<file path="config.mk">
export PLATFORM = sky130hd
export DESIGN_NAME = nmea_sentence_parser_flat
export DESIGN_NICKNAME = d
export VERILOG_FILES = /design/src/rtl/nsp_pkg.sv /design/src/rtl/nsp_byte_if.sv /design/src/rtl/nsp_result_if.sv /design/src/rtl/nmea_sentence_parser.sv /design/src/rtl/nsp_core.sv /design/src/flat_wrapper.sv
export SDC_FILE = /design/constraint.sdc
export NUM_CORES = 1
export LEC_CHECK = 0
export BUFFER_PORTS_ARGS = -buffer_cell sky130_fd_sc_hd__buf_2
export CAP_MARGIN = 20
export CORE_MARGIN = 5
export CORE_UTILIZATION = 40
export DETAILED_ROUTE_END_ITERATION = 8
export SLEW_MARGIN = 25
export SYNTH_ARGS = -nofsm -noshare
export SYNTH_HDL_FRONTEND = slang
export SYNTH_HIERARCHICAL = 1
export SYNTH_SLANG_ARGS = --single-unit
</file>
<file path="constraint.sdc">
create_clock -name clk -period 2.9 [get_ports clk]
set_clock_uncertainty 0.15 [all_clocks]
set_input_delay 0.29 -clock clk [delete_from_list [all_inputs] [get_ports clk]]
set_output_delay 0.29 -clock clk [all_outputs]
set_load 0.02 [all_outputs]
</file>
<file path="src/rtl/nsp_pkg.sv">
// ----------------------------------------------------------------------------
// nsp_pkg
// Types, codes and helpers shared by the NMEA sentence parser files.
// ----------------------------------------------------------------------------
package nsp_pkg;

  localparam int BYTE_W      = 8;
  localparam int FIELD_IDX_W = 5;
  localparam int STATUS_W    = 2;

  // sentence status codes
  localparam logic [STATUS_W-1:0] ST_NONE     = 2'd0;
  localparam logic [STATUS_W-1:0] ST_GOOD     = 2'd1;
  localparam logic [STATUS_W-1:0] ST_BAD      = 2'd2;
  localparam logic [STATUS_W-1:0] ST_BADSTART = 2'd3;

  // special characters
  localparam logic [BYTE_W-1:0] CH_DOLLAR = 8'h24;
  localparam logic [BYTE_W-1:0] CH_BANG   = 8'h21;
  localparam logic [BYTE_W-1:0] CH_STAR   = 8'h2A;
  localparam logic [BYTE_W-1:0] CH_COMMA  = 8'h2C;

  // hex digit value, or NOT_HEX when the byte is no hex digit
  localparam logic [4:0] NOT_HEX = 5'd16;

  typedef struct packed {
    logic [BYTE_W-1:0]      field_char;
    logic                   char_valid;
    logic [FIELD_IDX_W-1:0] field_index;
    logic                   field_end;
    logic                   sentence_end;
    logic [STATUS_W-1:0]    status;
    logic [BYTE_W-1:0]      computed_sum;
  } result_t;

  function automatic logic [4:0] hex_value(input logic [BYTE_W-1:0] b);
    logic [4:0] v;
    v = NOT_HEX;
    if (b >= 8'h30 && b <= 8'h39) begin
      v = 5'(b - 8'h30);
    end else if (b >= 8'h61 && b <= 8'h66) begin
      v = 5'(b - 8'h61 + 8'd10);
    end else if (b >= 8'h41 && b <= 8'h46) begin
      v = 5'(b - 8'h41 + 8'd10);
    end
    return v;
  endfunction

endpackage

</file>
<file path="src/rtl/nsp_byte_if.sv">
// ----------------------------------------------------------------------------
// nsp_byte_if
// Byte channel into the parser: one sentence byte and its last-byte flag.
// ----------------------------------------------------------------------------
interface nsp_byte_if;
  logic       valid;
  logic       ready;
  logic [7:0] data_byte;
  logic       last_byte;

  modport source(output valid, output data_byte, output last_byte, input ready);
  modport sink(input valid, input data_byte, input last_byte, output ready);
endinterface

</file>
<file path="src/rtl/nsp_result_if.sv">
// ----------------------------------------------------------------------------
// nsp_result_if
// Result channel out of the parser: one result item per input byte.
// ----------------------------------------------------------------------------
interface nsp_result_if;
  logic       valid;
  logic       ready;
  logic [7:0] field_char;
  logic       char_valid;
  logic [4:0] field_index;
  logic       field_end;
  logic       sentence_end;
  logic [1:0] status;
  logic [7:0] computed_sum;

  modport source(output valid, output field_char, output char_valid,
                 output field_index, output field_end, output sentence_end,
                 output status, output computed_sum, input ready);
  modport sink(input valid, input field_char, input char_valid,
               input field_index, input field_end, input sentence_end,
               input status, input computed_sum, output ready);
endinterface

</file>
<file path="src/rtl/nmea_sentence_parser.sv">
// An accepted byte passes the input register and then the result register
//   before its result item is valid. Throughput: one byte per cycle unless a
//   low results.ready stalls it; one decode stage sits between the registers.
// Reset (rst, synchronous): empties both registers and returns the parser to
//   waiting for a start byte with checksum, field count and digit flags clear.
// ----------------------------------------------------------------------------
// nmea_sentence_parser
// NMEA 0183 sentence parser: field split and XOR checksum check, one result
// item per input byte.
// ----------------------------------------------------------------------------
module nmea_sentence_parser #(
  parameter int MAX_FIELDS = 32
) (
  input  logic                clk,
  input  logic                rst,
  nsp_byte_if.sink            bytes,
  nsp_result_if.source        results
);
  import nsp_pkg::*;

  logic       s1_valid;
  logic [7:0] s1_byte;
  logic       s1_last;
  logic       s1_ready;

  logic       res_valid;
  result_t    res;
  result_t    res_next;
  logic       res_adv;

  assign res_adv     = s1_valid && (!res_valid || results.ready);
  assign s1_ready    = !s1_valid || res_adv;
  assign bytes.ready = s1_ready;

  nsp_core #(
    .MAX_FIELDS(MAX_FIELDS)
  ) u_core (
    .clk       (clk),
    .rst       (rst),
    .step      (res_adv),
    .data_byte (s1_byte),
    .last_byte (s1_last),
    .result    (res_next)
  );

  // input register
  always_ff @(posedge clk) begin
    if (rst) begin
      s1_valid <= 1'b0;
    end else if (s1_ready) begin
      s1_valid <= bytes.valid;
    end
  end

  always_ff @(posedge clk) begin
    if (bytes.valid && s1_ready) begin
      s1_byte <= bytes.data_byte;
      s1_last <= bytes.last_byte;
    end
  end

  // result register
  always_ff @(posedge clk) begin
    if (rst) begin
      res_valid <= 1'b0;
    end else if (res_adv) begin
      res_valid <= 1'b1;
    end else if (results.ready) begin
      res_valid <= 1'b0;
    end
  end

  always_ff @(posedge clk) begin
    if (res_adv) begin
      res <= res_next;
    end
  end

  assign results.valid        = res_valid;
  assign results.field_char   = res.field_char;
  assign results.char_valid   = res.char_valid;
  assign results.field_index  = res.field_index;
  assign results.field_end    = res.field_end;
  assign results.sentence_end = res.sentence_end;
  assign results.status       = res.status;
  assign results.computed_sum = res.computed_sum;

`ifndef SYNTHESIS
  a_status_on_end: assert property (@(posedge clk) disable iff (rst)
    res_valid && res.status != ST_NONE |-> res.sentence_end)
    else $error("status reported before the sentence end");

  a_char_end_last: assert property (@(posedge clk) disable iff (rst)
    res_valid && res.char_valid && res.field_end |-> res.sentence_end)
    else $error("character closes a field on a byte other than the last");

  a_badstart_quiet: assert property (@(posedge clk) disable iff (rst)
    res_valid && res.status == ST_BADSTART |->
      !res.char_valid && !res.field_end && res.computed_sum == 8'h00)
    else $error("bad start sentence produced body output");
`endif

endmodule

</file>
<file path="src/rtl/nsp_core.sv">
// ----------------------------------------------------------------------------
// nsp_core
// Sentence state and per-byte decode: phase, running checksum, field count
// and digit match flags, plus the result for the presented byte.
// ----------------------------------------------------------------------------
module nsp_core #(
  parameter int MAX_FIELDS = 32
) (
  input  logic                    clk,
  input  logic                    rst,
  input  logic                    step,
  input  logic [7:0]              data_byte,
  input  logic                    last_byte,
  output nsp_pkg::result_t        result
);
  import nsp_pkg::*;

  localparam int FCW = (MAX_FIELDS > 2) ? $clog2(MAX_FIELDS) : 1;
  localparam logic [FCW-1:0] FIELD_MAX = FCW'(MAX_FIELDS - 1);

  localparam logic [2:0] PH_START = 3'd0;
  localparam logic [2:0] PH_BODY  = 3'd1;
  localparam logic [2:0] PH_DIG1  = 3'd2;
  localparam logic [2:0] PH_DIG2  = 3'd3;
  localparam logic [2:0] PH_TRAIL = 3'd4;
  localparam logic [2:0] PH_BAD   = 3'd5;

  logic [2:0]     phase, phase_next;
  logic [7:0]     running_xor, running_xor_next;
  logic [FCW-1:0] field_count, field_count_next;
  logic [1:0]     digit_ok, digit_ok_next;

  logic [4:0]     hex_v;
  logic [FCW-1:0] fidx;
  logic [1:0]     chk_status;
  logic [1:0]     st;

  assign hex_v      = hex_value(data_byte);
  assign chk_status = (digit_ok == 2'b11) ? ST_GOOD : ST_BAD;

  always_comb begin
    phase_next       = phase;
    running_xor_next = running_xor;
    field_count_next = field_count;
    digit_ok_next    = digit_ok;
    fidx             = field_count;
    st               = ST_NONE;
    result           = '0;

    case (phase)
      PH_START: begin
        running_xor_next = '0;
        field_count_next = '0;
        digit_ok_next    = '0;
        fidx             = '0;
        if (data_byte == CH_DOLLAR || data_byte == CH_BANG) begin
          phase_next       = PH_BODY;
          result.field_end = last_byte;
        end else begin
          phase_next = PH_BAD;
          st         = ST_BADSTART;
        end
      end
      PH_BODY: begin
        if (data_byte == CH_STAR) begin
          result.field_end = 1'b1;
          phase_next       = PH_DIG1;
        end else if (data_byte == CH_COMMA) begin
          running_xor_next = running_xor ^ data_byte;
          result.field_end = 1'b1;
          if (field_count < FIELD_MAX) begin
            field_count_next = field_count + 1'b1;
          end
        end else begin
          running_xor_next  = running_xor ^ data_byte;
          result.field_char = data_byte;
          result.char_valid = 1'b1;
          result.field_end  = last_byte;
        end
      end
      PH_DIG1: begin
        digit_ok_next = {1'b0, hex_v == {1'b0, running_xor[7:4]}};
        phase_next    = PH_DIG2;
        st            = ST_BAD;
      end
      PH_DIG2: begin
        if (hex_v == {1'b0, running_xor[3:0]}) begin
          digit_ok_next = digit_ok | 2'b10;
        end
        phase_next = PH_TRAIL;
        st         = ((digit_ok | {hex_v == {1'b0, running_xor[3:0]}, 1'b0}) == 2'b11)
                     ? ST_GOOD : ST_BAD;
      end
      PH_TRAIL: begin
        st = chk_status;
      end
      default: begin
        phase_next = PH_BAD;
        st         = ST_BADSTART;
      end
    endcase

    // the last byte closes the sentence and rearms for a start byte
    if (last_byte) begin
      phase_next = PH_START;
      result.sentence_end = 1'b1;
      result.status       = st;
    end

    result.field_index  = FIELD_IDX_W'(fidx);
    result.computed_sum = running_xor_next;
  end

  always_ff @(posedge clk) begin
    if (rst) begin
      phase       <= PH_START;
      running_xor <= '0;
      field_count <= '0;
      digit_ok    <= '0;
    end else if (step) begin
      phase       <= phase_next;
      running_xor <= running_xor_next;
      field_count <= field_count_next;
      digit_ok    <= digit_ok_next;
    end
  end

endmodule
</file>
<file path="src/flat_wrapper.sv">
// flat-port wrapper written by rule: the top's interface ports become plain ports
module nmea_sentence_parser_flat import nsp_pkg::*;
#(
  parameter int MAX_FIELDS = 32
)
  (clk, rst, bytes_valid, bytes_data_byte, bytes_last_byte, bytes_ready, results_valid, results_field_char, results_char_valid, results_field_index, results_field_end, results_sentence_end, results_status, results_computed_sum, results_ready);
  nsp_byte_if bytes_i ();
  nsp_result_if results_i ();
  input  logic clk;
  input  logic rst;
  input wire logic [$bits(bytes_i.valid)-1:0] bytes_valid;
  input wire logic [$bits(bytes_i.data_byte)-1:0] bytes_data_byte;
  input wire logic [$bits(bytes_i.last_byte)-1:0] bytes_last_byte;
  output wire logic [$bits(bytes_i.ready)-1:0] bytes_ready;
  output wire logic [$bits(results_i.valid)-1:0] results_valid;
  output wire logic [$bits(results_i.field_char)-1:0] results_field_char;
  output wire logic [$bits(results_i.char_valid)-1:0] results_char_valid;
  output wire logic [$bits(results_i.field_index)-1:0] results_field_index;
  output wire logic [$bits(results_i.field_end)-1:0] results_field_end;
  output wire logic [$bits(results_i.sentence_end)-1:0] results_sentence_end;
  output wire logic [$bits(results_i.status)-1:0] results_status;
  output wire logic [$bits(results_i.computed_sum)-1:0] results_computed_sum;
  input wire logic [$bits(results_i.ready)-1:0] results_ready;
  assign bytes_i.valid = bytes_valid;
  assign bytes_i.data_byte = bytes_data_byte;
  assign bytes_i.last_byte = bytes_last_byte;
  assign bytes_ready = bytes_i.ready;
  assign results_valid = results_i.valid;
  assign results_field_char = results_i.field_char;
  assign results_char_valid = results_i.char_valid;
  assign results_field_index = results_i.field_index;
  assign results_field_end = results_i.field_end;
  assign results_sentence_end = results_i.sentence_end;
  assign results_status = results_i.status;
  assign results_computed_sum = results_i.computed_sum;
  assign results_i.ready = results_ready;
  nmea_sentence_parser #(.MAX_FIELDS(MAX_FIELDS)) u_core (.clk(clk), .rst(rst), .bytes(bytes_i), .results(results_i));
endmodule
</file>
==> impl_metrics.py, run 1 <==
metrics = {
    "status": {
        "status": "complete, no violations",
    },
    "drt": {
        "dr.pass1.iters": 5,
        "drc": 0,
        "vias": 2040,
        "vias_per_cell": 5.22,
        "totalWireLength_mm": 5.83,
        "drt_iter0_markers": 99,
        "antenna_left": 0,
        "routedWlPerCell_um": 14.9,
    },
    "finish": {
        "regArea_sq_um": 1450,
        "nNetsFinal": 328,
        "final_layout_size_suffix_gt1_share_pct": 25.4,
        "final_cell_mix": "40 x buf_2, 35 x edfxtp_1, 29 x nor2_1, 25 x nand2_1, 20 x dfxtp_1",
        "antennaDiodeCount": 0,
        "finish.instance_area_sq_um": 3210,
        "fillers": 644,
        "fin_util_pct": 47.7,
        "final_common_cell": "buf_2",
        "multi_input_area_sq_um": 1160,
        "area_growth_syn_to_layout_pct": 16.9,
    },
    "clock_tree": {
        "cts_buffers": 5,
        "clk_latency_ns": 0.32,
        "cts_sinks": 55,
        "cts_tree": "built",
        "holdBufCountCts": 8,
        "root_buffer": "clkbuf_8",
        "clkTransAtPathRegs_ns": 0.10,
        "post_cts_buffers": 0,
        "cts_htree_levels": 2,
        "cts_resized": 0,
        "ctsLongestPathBuffers": 2,
    },
    "floorplanning": {
        "die_area_sq_um": 8620,
        "die_h_um": 92.8,
        "initial_core_util_pct": 40.8,
        "die_w_um": 92.8,
        "core_area_sq_um": 6720,
        "ios": 41,
        "rows": 30,
    },
    "placed_design": {
        "hpwl_mm": 4.13,
        "gp_congestion": 0.858,
        "portBuffers": 40,
        "pre_cts_ws_ns": 0.230,
        "place_area_sq_um": 3030,
    },
    "global_routing": {
        "first_global_vias": 1908,
        "grt_max_degree": 30,
        "grt_overflow": 0,
        "grt_pass1_wl_mm": 9.67,
        "antenna_found_initial": 0,
        "grt_use_total_pct": 14.3,
    },
    "pwr": {
        "p_int_mw": 1.13,
        "vdd_drop_max_mv": 0.196,
        "powerDensity_nw_per_um2": 486,
        "p_leak_nw": 1.28,
        "pwr-share-clk_pct": 28.3,
        "p_total_mw": 1.56,
        "seqPwrFrac_pct": 57.7,
        "switchingPower_mw": 0.430,
        "combPwrFrac_pct": 14.0,
        "p_sw_share_pct": 27.6,
    },
    "worst_setup_path": {
        "slowest_stage": "or3_2",
        "critPathBufInv": 0,
        "critPathMaxFanout": 6,
        "r2r_cells": 7,
        "path_delay_family": "compound AO/OA/AOI/OAI gates",
        "path_class": "reg -> reg",
        "cp-end-kind": "flop",
        "start_kind": "flop",
        "arrival_ns": 2.61,
        "cp_num_cells": 7,
        "path_cells": "ha_1, nor3b_2, a311oi_2, a21boi_2, or3_2, a2111oi_4, o21ai_1",
        "cp.required_ns": 2.82,
        "max_stage_delay_ns": 0.45,
    },
    "min_path": {
        "hold_depth": 1,
        "hp-class": "in -> reg",
    },
    "sta": {
        "setup_ws_ns": 0.211,
        "min_period_ns": 2.69,
        "maxSlewHeadroom_pct": 64.9,
        "max_freq_mhz": 372,
        "timing.final.crit_share_pct": 92.7,
        "rsz0062_at_grt": "no",
        "setup-violations-final": 0,
        "finalSetupTns_ns": 0,
        "worstMarginPinSlew_ns": 0.522,
        "hold_viol_final": 0,
        "drv_slew": 0,
    },
    "logic_synthesis": {
        "ys_seq_elements": 55,
        "syn_inst": 257,
        "synth_edf_count": 35,
        "ys.flop_type": "edfxtp_1",
        "yosysSeqAreaShare_pct": 52.9,
        "yosys_warnings": 6,
        "synth_nets": 275,
        "ys_types": 58,
        "async_flop_share_pct": 0,
        "avgSynthCellArea_sq_um": 10.7,
        "synth_area_sq_um": 2740,
    },
    "flow_run": {
        "cap_viol_max_count": 0,
    },
}
[cell usage after synthesis, drive strengths merged (2+ instances only)]
cell type | n | area (sq um)
edfxtp | 35 | 1050
nor2 | 29 | 109
nand2 | 26 | 100
dfxtp | 20 | 400
inv | 14 | 52.6
o21ai | 14 | 73.8
a21oi | 10 | 57.6
and2 | 9 | 61.3
clkbuf | 8 | 51.3
a211oi | 7 | 52.6
nand3 | 7 | 35.0
nor2b | 6 | 37.5
and3 | 5 | 33.8
ha | 5 | 62.6
xor2 | 5 | 43.8
a22oi | 4 | 30.0
mux2 | 4 | 45.0
mux2i | 4 | 40.0
nor3 | 4 | 20.0
nor3b | 3 | 32.5
o211ai | 3 | 22.5
o31ai | 3 | 22.5
xnor2 | 3 | 26.3
a2111oi | 2 | 36.3
a22o | 2 | 17.5
buf | 2 | 15.0
nand2b | 2 | 12.5
nand3b | 2 | 27.5
nand4 | 2 | 12.5
[final timing paths]
check / start / to / slack, ns
setup / recovery: u_core/s1_byte[0] / u_core/results.status[1] / 0.21
hold / removal: bytes_data_byte[3] / u_core/s1_byte[3] / 0.02
setup reg to reg: u_core/s1_byte[0] / u_core/results.status[1] / 0.21
hold reg to reg: u_core/u_core/field_count[1] / u_core/u_core/field_count[1] / 0.35
[per-stage QoR]
stage	hold slack, ns	std cells
after detailed placement	0.318	375
after floorplan	0.202	257
after CTS	0.0104	391
after global placement	0.317	375
final	0.0224	391
after global routing	0.00290	391
[routing by layer]
layer	up-vias	share of wire, %	GRT usage, %
met3	9	4.8	2.84
met5	-	0	0
met2	47	46	22.9
met4	0	1.5	4.76
li1	1023	-	-
met1	961	48	19.3
[power by group through the flow]
stage               combinational [mW]  sequential, mW  clock, mW
floorplan                        0.129           0.931          0
global placement                 0.212           0.916          0
detailed placement               0.211           0.917          0
CTS                              0.220           0.900      0.453
global route                     0.240           0.905      0.486
finish                           0.218           0.899      0.441
[registers in the layout, summed over array words and instances, names as in the netlist, 2 cells and up]
signal                       cells
u_core/u_core/running_xor        8
u_core/results.field_char        8
u_core/u_core/phase              3
u_core/results.computed_sum      8
u_core/results.status            2
u_core/s1_byte                   8
u_core/results.field_index       5
u_core/u_core/field_count        5
u_core/u_core/digit_ok           2
[cell families after synthesis]
kind of cell / share of synthesized area [%]
AND/OR/NAND/NOR: 19.7
adder cells (fa/ha/maj): 2.28
AO/OA/AOI/OAI: 14.8
multiplexers: 3.10
buffers and inverters: 4.74
flip-flops: 52.9
XOR/XNOR: 2.55
[final cells by class]
class	count	share of cell area, %
multi-input cells	177	36.2
well taps	80	3.12
inverters	14	1.64
clock inverters	3	0.741
repair buffers	57	10.8
flip-flops and latches	55	45.3
clock buffers	5	2.15
[worst register-to-register path, stage by stage (launching register included)]
cell and delay, ns:
edfxtp_1 0.44, ha_1 0.30, nor3b_2 0.27, a311oi_2 0.09
a21boi_2 0.21, or3_2 0.45, a2111oi_4 0.43, o21ai_1 0.12
(Power assumes the default switching activity.)
==> inputs of run 2 (changes only) <==
--- a/config.mk
+++ b/config.mk
@@ -7,9 +7,13 @@
 export LEC_CHECK = 0
 export BUFFER_PORTS_ARGS = -buffer_cell sky130_fd_sc_hd__buf_2
 export CAP_MARGIN = 20
+export CELL_PAD_IN_SITES_DETAIL_PLACEMENT = 1
+export CELL_PAD_IN_SITES_GLOBAL_PLACEMENT = 1
+export CORE_ASPECT_RATIO = 0.9
 export CORE_MARGIN = 5
 export CORE_UTILIZATION = 40
 export DETAILED_ROUTE_END_ITERATION = 8
+export PLACE_DENSITY_LB_ADDON = 0.1
 export SLEW_MARGIN = 25
 export SYNTH_ARGS = -nofsm -noshare
 export SYNTH_HDL_FRONTEND = slang
==> run 2 against run 1 <==
Sequential share of layout area decreased by 0.33 points. Design area up 0.74%. Non-clock buffer count increased by 2. Global-route usage rose by 1.5 points. Highest routed layer unchanged. Critical path type unchanged. Critical endpoint unchanged. Routed wire length grew 9.3%. Largest cell class unchanged. Core utilization grew 1.1 points. Worst hold slack got worse by 0.0039 ns. Flip-flop and latch count unchanged. Cell count grew 3.1%. Count of clock-buffer cells in the layout increased by 1. Via count up 1.8%. Register-to-register slack hardly changed.
==> impl_metrics.py, run 2 (synthesis results as in run 1) <==
metrics = {
    "clock_tree": {
        "ctsLongestPathBuffers": 2,
        "root_buffer": "clkbuf_8",
        "cts_buffers": 5,
        "cts_tree": "built",
        "cts_htree_levels": 2,
        "cts_sinks": 55,
        "clk_latency_ns": 0.31,
        "post_cts_buffers": 0,
        "clkTransAtPathRegs_ns": 0.10,
    },
    "drt": {
        "dr.pass1.iters": 4,
        "routedWlPerCell_um": 15.8,
        "drc": 0,
        "antenna_left": 0,
        "drt_iter0_markers": 136,
        "totalWireLength_mm": 6.37,
        "vias": 2076,
        "vias_per_cell": 5.15,
    },
    "worst_setup_path": {
        "path_delay_family": "compound AO/OA/AOI/OAI gates",
        "timing.rr.end": "u_core/results.status[1]",
        "rrSetupSlack_ns": 0.22,
        "max_stage_delay_ns": 0.45,
        "cp_num_cells": 7,
        "reg2reg_from": "u_core/s1_byte[0]",
        "start_kind": "flop",
        "cp-end-kind": "flop",
        "critPathCapture": "u_core/results.status[1]",
        "critPathBufInv": 0,
        "path_cells": "ha_1, nor3b_2, a311oi_2, a21boi_2, or3_2, a2111oi_4, o21ai_1",
        "cp-startpoint": "u_core/s1_byte[0]",
        "r2r_cells": 7,
        "arrival_ns": 2.59,
        "cp.required_ns": 2.81,
        "critPathMaxFanout": 6,
        "path_class": "reg -> reg",
        "slowest_stage": "edfxtp_1",
    },
    "pwr": {
        "pwr-share-clk_pct": 27.6,
        "combPwrFrac_pct": 14.4,
        "p_int_mw": 1.13,
        "vdd_drop_max_mv": 0.231,
        "seqPwrFrac_pct": 58.0,
        "p_sw_share_pct": 27.1,
        "p_leak_nw": 1.28,
        "switchingPower_mw": 0.421,
        "powerDensity_nw_per_um2": 480,
    },
    "finish": {
        "regArea_sq_um": 1450,
        "fin_util_pct": 48.8,
        "finish.instance_area_sq_um": 3230,
        "final_cell_mix": "40 x buf_2, 35 x edfxtp_1, 29 x nor2_1, 25 x nand2_1, 20 x dfxtp_1",
        "fin_cells": 403,
        "area_growth_syn_to_layout_pct": 17.7,
        "antennaDiodeCount": 0,
        "final_common_cell": "buf_2",
        "multi_input_area_sq_um": 1160,
        "final_layout_size_suffix_gt1_share_pct": 25.6,
        "nNetsFinal": 330,
        "fillers": 771,
    },
    "sta": {
        "min_period_ns": 2.68,
        "maxSlewHeadroom_pct": 60.5,
        "timing.final.crit_share_pct": 92.5,
        "finalSetupTns_ns": 0,
        "rsz0062_at_grt": "no",
        "drv_slew": 0,
        "setup-violations-final": 0,
        "max_freq_mhz": 373,
        "hold_viol_final": 0,
        "worstMarginPinSlew_ns": 0.578,
    },
    "floorplanning": {
        "initial_core_util_pct": 41.4,
        "rows": 28,
        "core_area_sq_um": 6620,
        "die_w_um": 97.3,
        "ios": 41,
        "die_area_sq_um": 8620,
        "die_h_um": 88.6,
    },
    "placed_design": {
        "portBuffers": 40,
        "hpwl_mm": 4.79,
        "place_area_sq_um": 3060,
        "place_inst": 387,
        "gp_congestion": 0.852,
    },
    "status": {
        "status": "complete, no violations",
    },
    "global_routing": {
        "grt_max_degree": 24,
        "grt_use_total_pct": 15.8,
        "antenna_found_initial": 0,
        "grt_overflow": 0,
        "first_global_vias": 2093,
        "grt_pass1_wl_mm": 10.8,
    },
    "flow_run": {
        "cap_viol_max_count": 0,
    },
    "min_path": {
        "hp-class": "in -> reg",
    },
}
## run 2: cell count changes in the layout (fill, tap and decap cells not counted), sizes merged
cell | previous run | this run
clkinv | 2 | 0
clkbuf | 5 | 6
clkinvlp | 0 | 1
buf | 49 | 51
## run 2: worst min path at each step
stage | startpoint | to | slack [ns] | depth (start not counted)
2_1_floorplan | rst | u_core/s1_valid | 0.20 | 1
3_3_place_gp | bytes_data_byte[2] | u_core/s1_byte[2] | 0.32 | 1
3_5_place_dp | bytes_data_byte[2] | u_core/s1_byte[2] | 0.32 | 1
4_1_cts | bytes_data_byte[3] | u_core/s1_byte[3] | 0.002 | 1
5_1_grt | bytes_data_byte[6] | u_core/s1_byte[6] | 0.001 | 1
6_report | bytes_data_byte[6] | u_core/s1_byte[6] | 0.02 | 1
## run 2: stage by stage
stage | hold WS [ns] | setup slack [ns] | power [mW]
after floorplan | 0.202 | 0.298 | 1.06
after global placement | 0.317 | 0.293 | 1.13
after detailed placement | 0.319 | 0.246 | 1.13
after CTS | 0.00186 | 0.224 | 1.57
after global routing | 0.00129 | 0.0747 | 1.63
final | 0.0184 | 0.216 | 1.55
## run 2: timing repair
| action | CTS | global route |
|---|---|---|
| hold buffers | 5 | 3 |
| hold endpoints to repair | 5 | 3 |
| resized for setup | 0 | 0 |
## run 2: power groups by stage
stage | Sequential, mW | Clock (mW) | Combinational (mW)
2_1_floorplan | 0.931 | 0 | 0.129
3_3_place_gp | 0.916 | 0 | 0.214
3_5_place_dp | 0.917 | 0 | 0.216
4_1_cts | 0.900 | 0.447 | 0.222
5_1_grt | 0.905 | 0.483 | 0.247
6_report | 0.900 | 0.428 | 0.224
## run 2: metal layers
metal,part of all wire (%),track usage (%),vias up
met5,0,0,-
met3,4.7,3.39,5
met2,45,25.4,45
met1,50,21.9,991
met4,0.80,4.53,0
li1,-,-,1035
## run 2: worst register-to-register path, stage by stage (launching register included)
cell	delay [ns]
edfxtp_1	0.45
ha_1	0.31
nor3b_2	0.26
a311oi_2	0.08
a21boi_2	0.21
or3_2	0.45
a2111oi_4	0.42
o21ai_1	0.12
## run 2: area by class of cell
cell class	instances	area share, %
timing repair buffer	59	11.2
inverter	14	1.63
clock buffer	6	2.25
tap	90	3.49
sequential	55	44.9
clock inverter	2	0.503
multi-input combinational	177	36.0
